==> src/design/utf8v_pkg.sv <==
`timescale 1ns / 1ps

package utf8v_pkg;

  // One byte of the payload being checked.
  typedef struct packed {
    logic [7:0] data_byte;
    logic       last_byte;
  } utf8v_in_t;

  // Verdict given on the last byte of a payload.
  typedef struct packed {
    logic utf8_valid;
    logic control_free;
  } utf8v_out_t;

  localparam int unsigned CpWidth = 21;

  // Decoder state carried from byte to byte.
  typedef struct packed {
    logic [1:0]         bytes_pending;
    logic [1:0]         sequence_length;
    logic [CpWidth-1:0] code_accumulator;
    logic               utf8_error_seen;
    logic               control_error_seen;
  } utf8v_state_t;

  // Lead and continuation byte patterns.
  localparam logic [7:0] LeadMask2 = 8'hE0;
  localparam logic [7:0] LeadTag2  = 8'hC0;
  localparam logic [7:0] LeadMask3 = 8'hF0;
  localparam logic [7:0] LeadTag3  = 8'hE0;
  localparam logic [7:0] LeadMask4 = 8'hF8;
  localparam logic [7:0] LeadTag4  = 8'hF0;
  localparam logic [7:0] ContMask  = 8'hC0;
  localparam logic [7:0] ContTag   = 8'h80;
  localparam logic [7:0] CtrlLimit = 8'h20;

  localparam logic [7:0] ChTab = 8'h09;
  localparam logic [7:0] ChLf  = 8'h0A;
  localparam logic [7:0] ChFf  = 8'h0C;
  localparam logic [7:0] ChCr  = 8'h0D;

  // Codepoint bounds.
  localparam logic [CpWidth-1:0] MinCp2       = 21'h00080;
  localparam logic [CpWidth-1:0] MinCp3       = 21'h00800;
  localparam logic [CpWidth-1:0] MinCp4       = 21'h10000;
  localparam logic [CpWidth-1:0] MaxCp        = 21'h10FFFF;
  localparam logic [CpWidth-1:0] SurrogateLo  = 21'h0D800;
  localparam logic [CpWidth-1:0] SurrogateHi  = 21'h0DFFF;

  // Sequence length codes (continuation bytes after the lead).
  localparam logic [1:0] SeqOne   = 2'd1;
  localparam logic [1:0] SeqTwo   = 2'd2;
  localparam logic [1:0] SeqThree = 2'd3;

endpackage

==> src/design/utf8v_step.sv <==
`timescale 1ns / 1ps

// Per-byte decoder update: next state and the verdict for a last byte.
module utf8v_step import utf8v_pkg::*; (
  input  utf8v_state_t st,
  input  utf8v_in_t    item,
  output utf8v_state_t st_next,
  output utf8v_out_t   verdict
);

  logic [7:0]         b;
  logic               forbidden;
  logic               overlong;
  logic               out_of_range;
  logic [CpWidth-1:0] acc_shift;
  utf8v_state_t       upd;

  assign b = item.data_byte;
  assign forbidden = (b < CtrlLimit) &&
                     !(b == ChTab || b == ChLf || b == ChCr || b == ChFf);
  assign acc_shift = {st.code_accumulator[CpWidth-7:0], b[5:0]};

  always_comb begin
    overlong = ((st.sequence_length == SeqOne)   && (acc_shift < MinCp2)) ||
               ((st.sequence_length == SeqTwo)   && (acc_shift < MinCp3)) ||
               ((st.sequence_length == SeqThree) && (acc_shift < MinCp4));
    out_of_range = (acc_shift > MaxCp) ||
                   ((acc_shift >= SurrogateLo) && (acc_shift <= SurrogateHi));
  end

  always_comb begin
    upd = st;
    if (forbidden) begin
      upd.control_error_seen = 1'b1;
      upd.utf8_error_seen    = 1'b1;
    end
    if (st.bytes_pending == 2'd0) begin
      if (!b[7]) begin
        // plain ASCII
      end else if ((b & LeadMask2) == LeadTag2) begin
        upd.bytes_pending    = SeqOne;
        upd.sequence_length  = SeqOne;
        upd.code_accumulator = {{(CpWidth-5){1'b0}}, b[4:0]};
      end else if ((b & LeadMask3) == LeadTag3) begin
        upd.bytes_pending    = SeqTwo;
        upd.sequence_length  = SeqTwo;
        upd.code_accumulator = {{(CpWidth-4){1'b0}}, b[3:0]};
      end else if ((b & LeadMask4) == LeadTag4) begin
        upd.bytes_pending    = SeqThree;
        upd.sequence_length  = SeqThree;
        upd.code_accumulator = {{(CpWidth-3){1'b0}}, b[2:0]};
      end else begin
        upd.utf8_error_seen = 1'b1;
      end
    end else if ((b & ContMask) != ContTag) begin
      // broken sequence: drop it, next byte is read as a lead
      upd.utf8_error_seen  = 1'b1;
      upd.bytes_pending    = 2'd0;
      upd.sequence_length  = 2'd0;
      upd.code_accumulator = '0;
    end else begin
      upd.code_accumulator = acc_shift;
      upd.bytes_pending    = st.bytes_pending - 2'd1;
      if (st.bytes_pending == 2'd1 && (overlong || out_of_range)) begin
        upd.utf8_error_seen = 1'b1;
      end
    end
  end

  always_comb begin
    verdict.utf8_valid   = !(upd.utf8_error_seen || (upd.bytes_pending != 2'd0));
    verdict.control_free = !upd.control_error_seen;
    st_next = item.last_byte ? '0 : upd;
  end

endmodule

==> src/design/utf8_text_validator_core.sv <==
`timescale 1ns / 1ps
// A byte accepted into the input register updates the decoder state as it
// advances; a last byte also loads the result register and sets verdict_valid.
// Throughput: one byte per clock barring stalls, set by the single decode stage.
// A held verdict stalls the input only when the staged byte is also a last byte.
// Reset (rst, synchronous, active high) clears decoder state and both valids.

module utf8_text_validator_core import utf8v_pkg::*; (
  input  logic       clk,
  input  logic       rst,
  input  logic       byte_valid,
  output logic       byte_stall,
  input  utf8v_in_t  byte_item,
  output logic       verdict_valid,
  input  logic       verdict_stall,
  output utf8v_out_t verdict_item
);

  // Input register: one byte waiting for the decoder.
  logic         s1_valid;
  utf8v_in_t    s1_item;

  // Decoder state between bytes.
  utf8v_state_t st;
  utf8v_state_t st_next;
  utf8v_out_t   verdict_next;

  logic accept;
  logic slot_free;
  logic advance;

  utf8v_step u_step (
    .st      (st),
    .item    (s1_item),
    .st_next (st_next),
    .verdict (verdict_next)
  );

  // A non-last byte never needs the result slot, so it always moves on.
  assign slot_free  = !verdict_valid || !verdict_stall;
  assign advance    = s1_valid && (!s1_item.last_byte || slot_free);
  assign byte_stall = s1_valid && !advance;
  assign accept     = byte_valid && !byte_stall;

  always_ff @(posedge clk) begin
    if (rst) begin
      s1_valid <= 1'b0;
    end else if (accept) begin
      s1_valid <= 1'b1;
    end else if (advance) begin
      s1_valid <= 1'b0;
    end
  end

  always_ff @(posedge clk) begin
    if (accept) begin
      s1_item <= byte_item;
    end
  end

  // Decoder state; cleared after each last byte inside the step logic.
  always_ff @(posedge clk) begin
    if (rst) begin
      st <= '0;
    end else if (advance) begin
      st <= st_next;
    end
  end

  // Result register: holds a verdict until the far side takes it.
  always_ff @(posedge clk) begin
    if (rst) begin
      verdict_valid <= 1'b0;
    end else if (advance && s1_item.last_byte) begin
      verdict_valid <= 1'b1;
    end else if (!verdict_stall) begin
      verdict_valid <= 1'b0;
    end
  end

  always_ff @(posedge clk) begin
    if (advance && s1_item.last_byte) begin
      verdict_item <= verdict_next;
    end
  end

`ifndef SYNTHESIS
  a_last_gives_verdict: assert property (@(posedge clk) disable iff (rst)
    (advance && s1_item.last_byte) |=> verdict_valid)
    else $error("last item did not produce a verdict");

  a_state_cleared: assert property (@(posedge clk) disable iff (rst)
    (advance && s1_item.last_byte) |=> (st == '0))
    else $error("decoder state not cleared after last item");

  a_valid_implies_clean: assert property (@(posedge clk) disable iff (rst)
    verdict_valid |-> (!verdict_item.utf8_valid || verdict_item.control_free))
    else $error("strict pass with control error");

  a_pending_bound: assert property (@(posedge clk) disable iff (rst)
    st.bytes_pending <= st.sequence_length)
    else $error("pending count exceeds sequence length");

  a_stall_cause: assert property (@(posedge clk) disable iff (rst)
    byte_stall |-> (s1_valid && s1_item.last_byte && verdict_valid && verdict_stall))
    else $error("input stalled without a blocked verdict");
`endif

endmodule
==> config.mk <==
export PLATFORM = sky130hd
export DESIGN_NAME = utf8_text_validator_core
export DESIGN_NICKNAME = d
export VERILOG_FILES = /design/src/design/utf8v_pkg.sv /design/src/design/utf8v_step.sv /design/src/design/utf8_text_validator_core.sv
export SDC_FILE = /design/constraint.sdc
export NUM_CORES = 1
export LEC_CHECK = 0
export BUFFER_PORTS_ARGS = -buffer_cell sky130_fd_sc_hd__buf_2
export CAP_MARGIN = 20
export CORE_ASPECT_RATIO = 0.5
export CORE_MARGIN = 5
export CORE_UTILIZATION = 40
export CTS_CLUSTER_DIAMETER = 50
export DETAILED_ROUTE_END_ITERATION = 16
export SETUP_SLACK_MARGIN = 0.3
export SYNTH_ARGS = -nofsm -noshare
export SYNTH_HDL_FRONTEND = slang
export SYNTH_HIERARCHICAL = 1
export SYNTH_SLANG_ARGS = --single-unit
export TNS_END_PERCENT = 1
==> constraint.sdc <==
create_clock -name clk -period 5.8 [get_ports clk]
set_clock_uncertainty 0.1 [all_clocks]
set_input_delay 0.87 -clock clk [delete_from_list [all_inputs] [get_ports clk]]
set_output_delay 0.87 -clock clk [all_outputs]
set_load 0.01 [all_outputs]
==> results of run 1 <==
## flip-flops by register name, indices dropped and copies added, names as in the netlist
| name | flops |
|---|---|
| s1_valid | 1 |
| verdict_item | 2 |
| verdict_valid | 1 |
| s1_item | 9 |
| st | 21 |
## cell type report
cell class	instances	share of cell area
flip-flops and latches	34	0.353
multi-input cells	161	0.487
clock buffers	5	0.0307
inverters	9	0.0151
repair buffers	18	0.0441
clock inverters	3	0.0307
well taps	70	0.0391
## routing by layer
layer	vias to the layer above	global-route usage	wire length (µm)
met5	-	0	0
met3	2	0.0299	217
met2	46	0.206	1730
met4	0	0.0474	12
li1	787	-	-
met1	718	0.183	2160
## worst max-delay path: stages, from the launching register on
cell	delay (ns)
edfxtp_1	0.93
nand4_1	0.21
inv_1	0.11
buf_2	0.13
## final timing paths
path	end	slack [ns]
max	byte_stall	3.17
min	st[1]	0.38
max reg2reg	verdict_item[1]	3.30
min reg2reg	st[1]	0.38
## layout by cell type (no fill, tap or decap), types with 2 or more instances in the layout
cell type,n
nand2b_1,43
clkbuf_8,5
dfxtp_1,23
buf_2,16
a2111oi_0,2
and2_1,2
inv_1,7
nand3_1,2
inv_2,2
mux2i_1,21
nand2_1,8
bufinv_16,2
ha_1,2
o21ai_0,6
nor2_1,27
mux2_1,3
edfxtp_1,11
a21oi_1,9
a22oi_1,17
## power groups by stage
| stage | registers, mW | logic (mW) | clock network (mW) |
|---|---|---|---|
| floorplan | 0.262 | 0.0420 | 0 |
| global placement | 0.267 | 0.0442 | 0 |
| detailed placement | 0.267 | 0.0451 | 0 |
| CTS | 0.261 | 0.0453 | 0.267 |
| global route | 0.263 | 0.0505 | 0.280 |
| finish | 0.262 | 0.0455 | 0.261 |
## metrics by stage
step | hold WS [ns] | setup WS, ns | instances
global placement | 0.364 | 3.40 | 291
CTS | 0.386 | 3.15 | 299
floorplan | 0.345 | 3.74 | 223
detailed placement | 0.367 | 3.29 | 291
global route | 0.406 | 3.03 | 300
finish | 0.382 | 3.17 | 300
==> metrics.md, run 1 <==
| Metric | Value |
|---|---|
| Peak VDD IR | `between 100 and 150 µV` |
| Largest net degree at the start of global routing | `45` |
| Max-slew headroom | `0.410` |
| Syn Inst Count | `223` |
| # DRC | `0` |
| Post-Place Cell Area | `0.00209 mm²` |
| Setup Crit Path Kind | `reg -> out` |
| Tmin final | `between 2 and 3 ns` |
| Worst Setup SP | `s1_item[0]` |
| Initial antenna violation count | `0` |
| Slew Limit Fails | `0` |
| Final #Nets | `244` |
| Worst reg2reg startpoint | `st[26]` |
| Initial DRC count | `~170` |
| Tot GR Track Use | `0.132` |
| First drt pass iteration count | `4` |
| Wirelength per Cell | `approximately 14 µm` |
| Worst-Margin Slew | `0.886 ns` |
| Hold path depth | `2` |
| Post_cts resized | `0` |
| Post-DRT Antenna Nets | `0` |
| Crit path DAT | `1.66 ns` |
| CTS root buf | `clkbuf_8` |
| Port Buffers | `16` |
| Status | `completed` |
| Final period util | `0.454` |
| Vias in the first global route | `1479` |
| Via density | `between 5 and 6` |
| Hold Path Class | `reg -> reg` |
| HPWL after DPL | `about 2.8 mm` |
| Grt ovf | `0` |
| Switch share | `0.216` |
| Diodes inserted | `0` |
| Seq. cell area | `791 µm²` |
| Global-route wire length before repair | `around 7.1 mm` |
| CTS Buffer Depth | `2` |
| Routability cong. | `between 0.8 and 0.9` |
| Syn avg cell area | `between 9 and 10 µm²` |
| Rows | `18` |
| Final setup viols | `0` |
| Register clock-pin slew on the reported worst setup and hold paths | `approximately 0.08 ns` |
| Clk sink count | `34` |
| Lkg Pwr | `roughly 0.8 nW` |
| P&R area growth vs syn | `10.4%` |
| Overall Power | `about 0.57 mW` |
| Crit end category | `output pin` |
| CP startpoint kind | `flop` |
| Die height | `between 60 and 70 µm` |
| Worst-path maximum fanout | `25` |
| Net switching power | `0.122 mW` |
| Final Hold Viols | `0` |
| Max Freq | `between 300 and 400 MHz` |
| Number of max-cap violations | `0` |
| Reg power frac | `0.460` |
| Hold_buf cts | `0` |
| Reg2reg path depth | `6` |
| Design area | `approximately 0.0022 mm²` |
| Comb power frac | `0.080` |
| CTS tree | `yes` |
| Starting Density | `0.414` |
| Final WL | `4.12 mm` |
| Detailed-route via count | `between 1500 and 2000` |
| Syn. warnings | `6` |
| CTS buffer count | `5` |
| RSZ-0062 raised after global routing | `no` |
| Die Wd | `roughly 110 µm` |
| Clock share of power | `0.459` |
| Core ar. | `~0.005 mm²` |
| Die outline area | `approximately 0.0067 mm²` |
| Layout Utilization | `0.456` |
| Mapped Area | `between 0.002 and 0.0025 mm²` |
| Setup TNS | `0 ns` |
| Syn nets | `about 240` |
| Worst Min Path Start | `st[1]` |
| H-tree depth | `2` |
| Ratio of cells with drive above 1 in the final layout | `0.148` |
| Pwr Density | `~250 mW/mm²` |
| I/O pins | `17` |
| Pint | `roughly 0.45 mW` |
| Worst endpoint required time | `between 4 and 5 ns` |
| FILL cells | `490` |
| Worst-Skew Late Latency | `approximately 0.29 ns` |
| Setup Fix Bufs, Post-CTS | `0` |
| Multi-input logic area | `0.00109 mm²` |
Note: power is estimated with default switching activity, not from simulation.
==> run 2, diff against run 1 <==
==> constraint.sdc (replaced) <==
create_clock -name clk -period 2.1 [get_ports clk]
set_clock_uncertainty 0.1 [all_clocks]
set_input_delay 0.315 -clock clk [delete_from_list [all_inputs] [get_ports clk]]
set_output_delay 0.315 -clock clk [all_outputs]
set_load 0.01 [all_outputs]
==> metrics.md, run 2 (synthesis gave the netlist of run 1 again) <==
| Metric | Value |
|---|---|
| Status | `completed (unchanged)` |
| Most frequent cells in the layout | `43 x nand2b_1, 26 x nor2_1, 23 x dfxtp_1 (was 43 x nand2b_1, 27 x nor2_1, 23 x dfxtp_1)` |
| Post-DRT Antenna Nets | `0 (unchanged)` |
| Most common cell after layout, fill and taps aside | `nand2b_1 (unchanged)` |
| Largest net degree at the start of global routing | `45 (unchanged)` |
| Register clock-pin slew on the reported worst setup and hold paths | `0.07 ns (was 0.08 ns)` |
| Max reg flops | `21 (unchanged)` |
| Setup Crit Path Kind | `reg -> reg (was reg -> out)` |
| Worst-Skew Late Latency | `0.29 ns (about the same)` |
| Die height | `60.4 µm (unchanged)` |
| Lkg Pwr | `0.832 nW (was 0.803 nW)` |
| Final #Nets | `253 (was 244)` |
| Global-route wire length before repair | `7.29 mm (was 7.09 mm)` |
| Final setup viols | `0 (unchanged)` |
| Clk sink count | `34 (unchanged)` |
| Worst reg2reg startpoint | `st[15] (was st[26])` |
| Post-Place Cell Area | `0.00217 mm² (was 0.00209 mm²)` |
| Ratio of cells with drive above 1 in the final layout | `0.209 (was 0.148)` |
| Worst endpoint required time | `2.05 ns (was 4.83 ns)` |
| Crit path DAT | `1.91 ns (was 1.66 ns)` |
| CTS tree | `yes (unchanged)` |
| Detailed-route via count | `1619 (was 1553)` |
| Setup TNS | `0 ns (unchanged)` |
| Wirelength per Cell | `13.8 µm (was 13.7 µm)` |
| CTS root buf | `clkbuf_8 (unchanged)` |
| Worst-Margin Slew | `0.539 ns (was 0.886 ns)` |
| Number of max-cap violations | `0 (unchanged)` |
| Initial antenna violation count | `0 (unchanged)` |
| Layout Utilization | `0.467 (was 0.456)` |
| Grt ovf | `0 (unchanged)` |
| Tmin final | `~2 ns` |
| Crit end category | `flop (was output pin)` |
| Vias in the first global route | `1505 (was 1479)` |
| CTS Buffer Depth | `2 (unchanged)` |
| Port Buffers | `16 (unchanged)` |
| Peak VDD IR | `423 µV (was 122 µV)` |
| CTS buffer count | `5 (unchanged)` |
| Worst Setup SP | `st[15] (was s1_item[0])` |
| Family with the most delay on the worst path | `simple AND/OR/NAND/NOR gates (was flip-flops)` |
| Core ar. | `0.00491 mm² (unchanged)` |
| HPWL after DPL | `3.05 mm (was 2.79 mm)` |
| Starting Density | `0.414 (unchanged)` |
| P&R area growth vs syn | `12.9% (was 10.4%)` |
| Via density | `5.24 (was 5.18)` |
| Die outline area | `0.00669 mm² (unchanged)` |
| # DRC | `0 (unchanged)` |
| Most flops, register | `st (unchanged)` |
| Final Hold Viols | `0 (unchanged)` |
| I/O pins | `17 (unchanged)` |
| Crit-path max cell delay | `0.53 ns (was 0.93 ns)` |
| Crit-path cells | `or4_4 > or2_4 > a2111oi_4 > o211ai_2 > and4_1 (was nand4_1 > inv_1 > buf_2)` |
| First drt pass iteration count | `4 (unchanged)` |
| Max-slew headroom | `0.641 (was 0.410)` |
| Max Freq | `around 510 MHz` |
| Slowest CP cell | `or4_4 (was edfxtp_1)` |
| CP startpoint kind | `flop (unchanged)` |
| Pwr Density | `602 mW/mm² (was 253 mW/mm²)` |
| Worst-path maximum fanout | `3 (was 25)` |
| Diodes inserted | `0 (unchanged)` |
| Hold Path Class | `in -> reg (was reg -> reg)` |
| Biggest regs | `st x21, s1_item x9, verdict_item x2 (unchanged)` |
| Hold WS | `0.0968 ns (was 0.382 ns)` |
| Tot GR Track Use | `0.139 (was 0.132)` |
| Rows | `18 (unchanged)` |
| Routability cong. | `0.810 (was 0.800)` |
| Design area | `0.00229 mm² (was 0.00224 mm²)` |
| Final WL | `4.28 mm (was 4.12 mm)` |
| Worst Min Path Start | `byte_item[5] (was st[1])` |
| RSZ-0062 raised after global routing | `yes (was no)` |
| H-tree depth | `2 (unchanged)` |
| Final period util | `0.936` |
| Die Wd | `111 µm (unchanged)` |
| Slew Limit Fails | `0 (unchanged)` |
| Hold_buf cts | `0 (unchanged)` |
| Initial DRC count | `128 (was 171)` |
| Buf/Inv on CP | `0 (was 2)` |
==> run 2: changes by cell type in the layout (fill, tap and decap cells not counted), sizes merged <==
cell      change
buf           +9
clkinvlp      +1
bufinv        -2
clkbuf        +1
==> run 2: final timing paths <==
path	to	slack (ns)	cells past startpoint
max	verdict_item[1]	0.14	5
min	s1_item[5]	0.1	1
max reg2reg	verdict_item[1]	0.14	5
min reg2reg	st[0]	0.38	2
==> run 2: layer usage <==
layer,wire length (µm),part of all wire,global-route usage,vias up
met5,0,0,0,-
met4,69,0.016,0.0614,0
li1,-,-,-,802
met1,2150,0.50,0.190,775
met3,193,0.045,0.0329,5
met2,1860,0.43,0.216,37
==> run 2: area by class of cell <==
cell class                 count  area, µm²
clock inverter                 2       12.5
clock buffer                   6       82.6
inverter                       9       33.8
fill                         518       2620
multi-input combinational    161       1120
timing repair buffer          27        163
tap                           70       87.6
sequential                    34        791
==> run 2: power by group <==
part           internal, mW  switching (mW)
Clock                 0.264           0.249
Combinational        0.0707          0.0820
Sequential            0.697          0.0177
Total                  1.03           0.349
==> run 2: what timing repair did <==
item,in CTS,in global routing
endpoints found under the setup margin,16,22
pin swaps,1,0
buffers inserted,0,0
resized for setup,2,6
cloned,0,0
==> run 2: worst reg2reg max path, cell delays in order, from the launching register on <==
cell and delay, ns:
dfxtp_1 0.33, or4_4 0.53, or2_4 0.27, a2111oi_4 0.21
o211ai_2 0.12, and4_1 0.16
==> run 2: per-stage QoR <==
stage                     power [mW]  setup slack (ns)  std cells
after detailed placement       0.874            0.0271        301
after global placement         0.872             0.150        301
after floorplan                0.839             0.222        223
after CTS                       1.39             0.153        309
final                           1.38             0.135        309
after global routing            1.44            0.0798        309
==> run 3, diff against run 2 <==
--- a/config.mk
+++ b/config.mk
@@ -12,6 +12,7 @@
 export CORE_UTILIZATION = 40
 export CTS_CLUSTER_DIAMETER = 50
 export DETAILED_ROUTE_END_ITERATION = 16
+export HOLD_SLACK_MARGIN = 0.12
 export SETUP_SLACK_MARGIN = 0.3
 export SYNTH_ARGS = -nofsm -noshare
 export SYNTH_HDL_FRONTEND = slang
==> metrics.md, run 3 (synthesis gave the netlist of run 1 again) <==
| Metric | Value |
|---|---|
| Status | `completed (unchanged)` |
| Port Buffers | `16 (unchanged)` |
| Wirelength per Cell | `13.7 µm (was 13.8 µm)` |
| Hold Path Class | `in -> reg (unchanged)` |
| Worst-Skew Late Latency | `0.29 ns (about the same)` |
| CTS buffer count | `5 (unchanged)` |
| Global-route wire length before repair | `7.42 mm (was 7.29 mm)` |
| Design area | `0.00238 mm² (was 0.00229 mm²)` |
| Tot GR Track Use | `0.142 (was 0.139)` |
| HPWL after DPL | `3.05 mm (unchanged)` |
| Die outline area | `0.00669 mm² (unchanged)` |
| Setup TNS | `0 ns (unchanged)` |
| Starting Density | `0.414 (unchanged)` |
| Clk sink count | `34 (unchanged)` |
| CTS Buffer Depth | `2 (unchanged)` |
| Final period util | `0.936 (about the same)` |
| I/O pins | `17 (unchanged)` |
| Initial antenna violation count | `0 (unchanged)` |
| Crit-path max cell delay | `0.53 ns (about the same)` |
| Crit-path cells | `or4_4 > or2_4 > a2111oi_4 > o211ai_2 > and4_1 (unchanged)` |
| Post-DRT Antenna Nets | `0 (unchanged)` |
| Pwr Density | `586 mW/mm² (was 602 mW/mm²)` |
| Lkg Pwr | `0.869 nW (was 0.832 nW)` |
| First drt pass iteration count | `4 (unchanged)` |
| Rows | `18 (unchanged)` |
| Crit path DAT | `1.91 ns (about the same)` |
| Worst-path maximum fanout | `3 (unchanged)` |
| Grt ovf | `0 (unchanged)` |
| Slew Limit Fails | `0 (unchanged)` |
| Setup Crit Path Kind | `reg -> reg (unchanged)` |
| Max Freq | `509 MHz (about the same)` |
| Diodes inserted | `0 (unchanged)` |
| Routability cong. | `0.810 (unchanged)` |
| CTS root buf | `clkbuf_8 (unchanged)` |
| Buf/Inv on CP | `0 (unchanged)` |
| CTS tree | `yes (unchanged)` |
| Core ar. | `0.00491 mm² (unchanged)` |
| Family with the most delay on the worst path | `simple AND/OR/NAND/NOR gates (unchanged)` |
| Final setup viols | `0 (unchanged)` |
| Max-slew headroom | `0.638 (was 0.641)` |
| Via density | `5.15 (was 5.24)` |
| Most flops, register | `st (unchanged)` |
| Worst endpoint required time | `2.05 ns (about the same)` |
| Register clock-pin slew on the reported worst setup and hold paths | `0.07 ns (about the same)` |
| Final #Nets | `262 (was 253)` |
| Die Wd | `111 µm (unchanged)` |
| Most frequent cells in the layout | `43 x nand2b_1, 26 x nor2_1, 23 x dfxtp_1 (unchanged)` |
| Most common cell after layout, fill and taps aside | `nand2b_1 (unchanged)` |
| Peak VDD IR | `429 µV (was 423 µV)` |
| Post-Place Cell Area | `0.00217 mm² (unchanged)` |
| H-tree depth | `2 (unchanged)` |
| # DRC | `0 (unchanged)` |
| Crit end category | `flop (unchanged)` |
| Final Hold Viols | `0 (unchanged)` |
| Worst-Margin Slew | `0.543 ns (was 0.539 ns)` |
| Initial DRC count | `140 (was 128)` |
| Hold WS | `0.183 ns (was 0.0968 ns)` |
| Detailed-route via count | `1638 (was 1619)` |
| Largest net degree at the start of global routing | `45 (unchanged)` |
| Final WL | `4.35 mm (was 4.28 mm)` |
| Die height | `60.4 µm (unchanged)` |
| Max reg flops | `21 (unchanged)` |
| Ratio of cells with drive above 1 in the final layout | `0.202 (was 0.209)` |
| Biggest regs | `st x21, s1_item x9, verdict_item x2 (unchanged)` |
| Tmin final | `1.97 ns (was 1.96 ns)` |
| RSZ-0062 raised after global routing | `yes (unchanged)` |
| P&R area growth vs syn | `17.4% (was 12.9%)` |
| Vias in the first global route | `1521 (was 1505)` |
| Slowest CP cell | `or4_4 (unchanged)` |
| Number of max-cap violations | `0 (unchanged)` |
| CP startpoint kind | `flop (unchanged)` |
## run 3: final timing paths
check | startpoint | endpoint | slack [ns] | cells past startpoint
worst max-delay path | st[15] | verdict_item[1] | 0.13 | 5
worst min-delay path | byte_valid | s1_valid | 0.18 | 3
worst max register to register | st[15] | verdict_item[1] | 0.13 | 5
worst min register to register | st[0] | st[0] | 0.38 | 2
## run 3: worst register-to-register path, stage by stage (launching register included)
cell       delay (ns)
dfxtp_1          0.33
or4_4            0.53
or2_4            0.27
a2111oi_4        0.21
o211ai_2         0.12
and4_1           0.16
## run 3: power by group
part / internal (mW) / switching [mW] / total, mW
Clock: 0.264 / 0.252 / 0.515
Combinational: 0.0816 / 0.0846 / 0.166
Sequential: 0.697 / 0.0177 / 0.714
## run 3: timing repair
action	4_1_cts	5_1_grt
hold buffers	9	0
endpoints found under the hold margin	9	0
resized for setup	2	6
buffers inserted	0	0
pin swaps	1	0
endpoints found under the setup margin	16	22
## run 3: layout make-up
| type | instances | area (µm²) |
|---|---|---|
| Fill cell | 508 | 2530 |
| Multi-Input combinational cell | 161 | 1120 |
| Timing Repair Buffer | 36 | 253 |
| Sequential cell | 34 | 791 |
| Clock inverter | 2 | 12.5 |
| Inverter | 9 | 33.8 |
| Tap cell | 70 | 87.6 |
| Clock buffer | 6 | 82.6 |
## run 3: metrics by stage
step	total power, mW	util	instances	setup WS, ns
2_1_floorplan	0.839	-	223	0.222
3_3_place_gp	0.872	0.442	301	0.150
3_5_place_dp	0.874	0.442	301	0.0271
4_1_cts	1.41	0.481	318	0.153
5_1_grt	1.46	0.485	318	0.0798
6_report	1.40	0.485	318	0.135
## run 3: routing by layer
metal,global-route usage,share of wire
met3,0.0329,0.066
met2,0.224,0.44
met4,0.0614,0.016
met5,0,0
met1,0.191,0.48
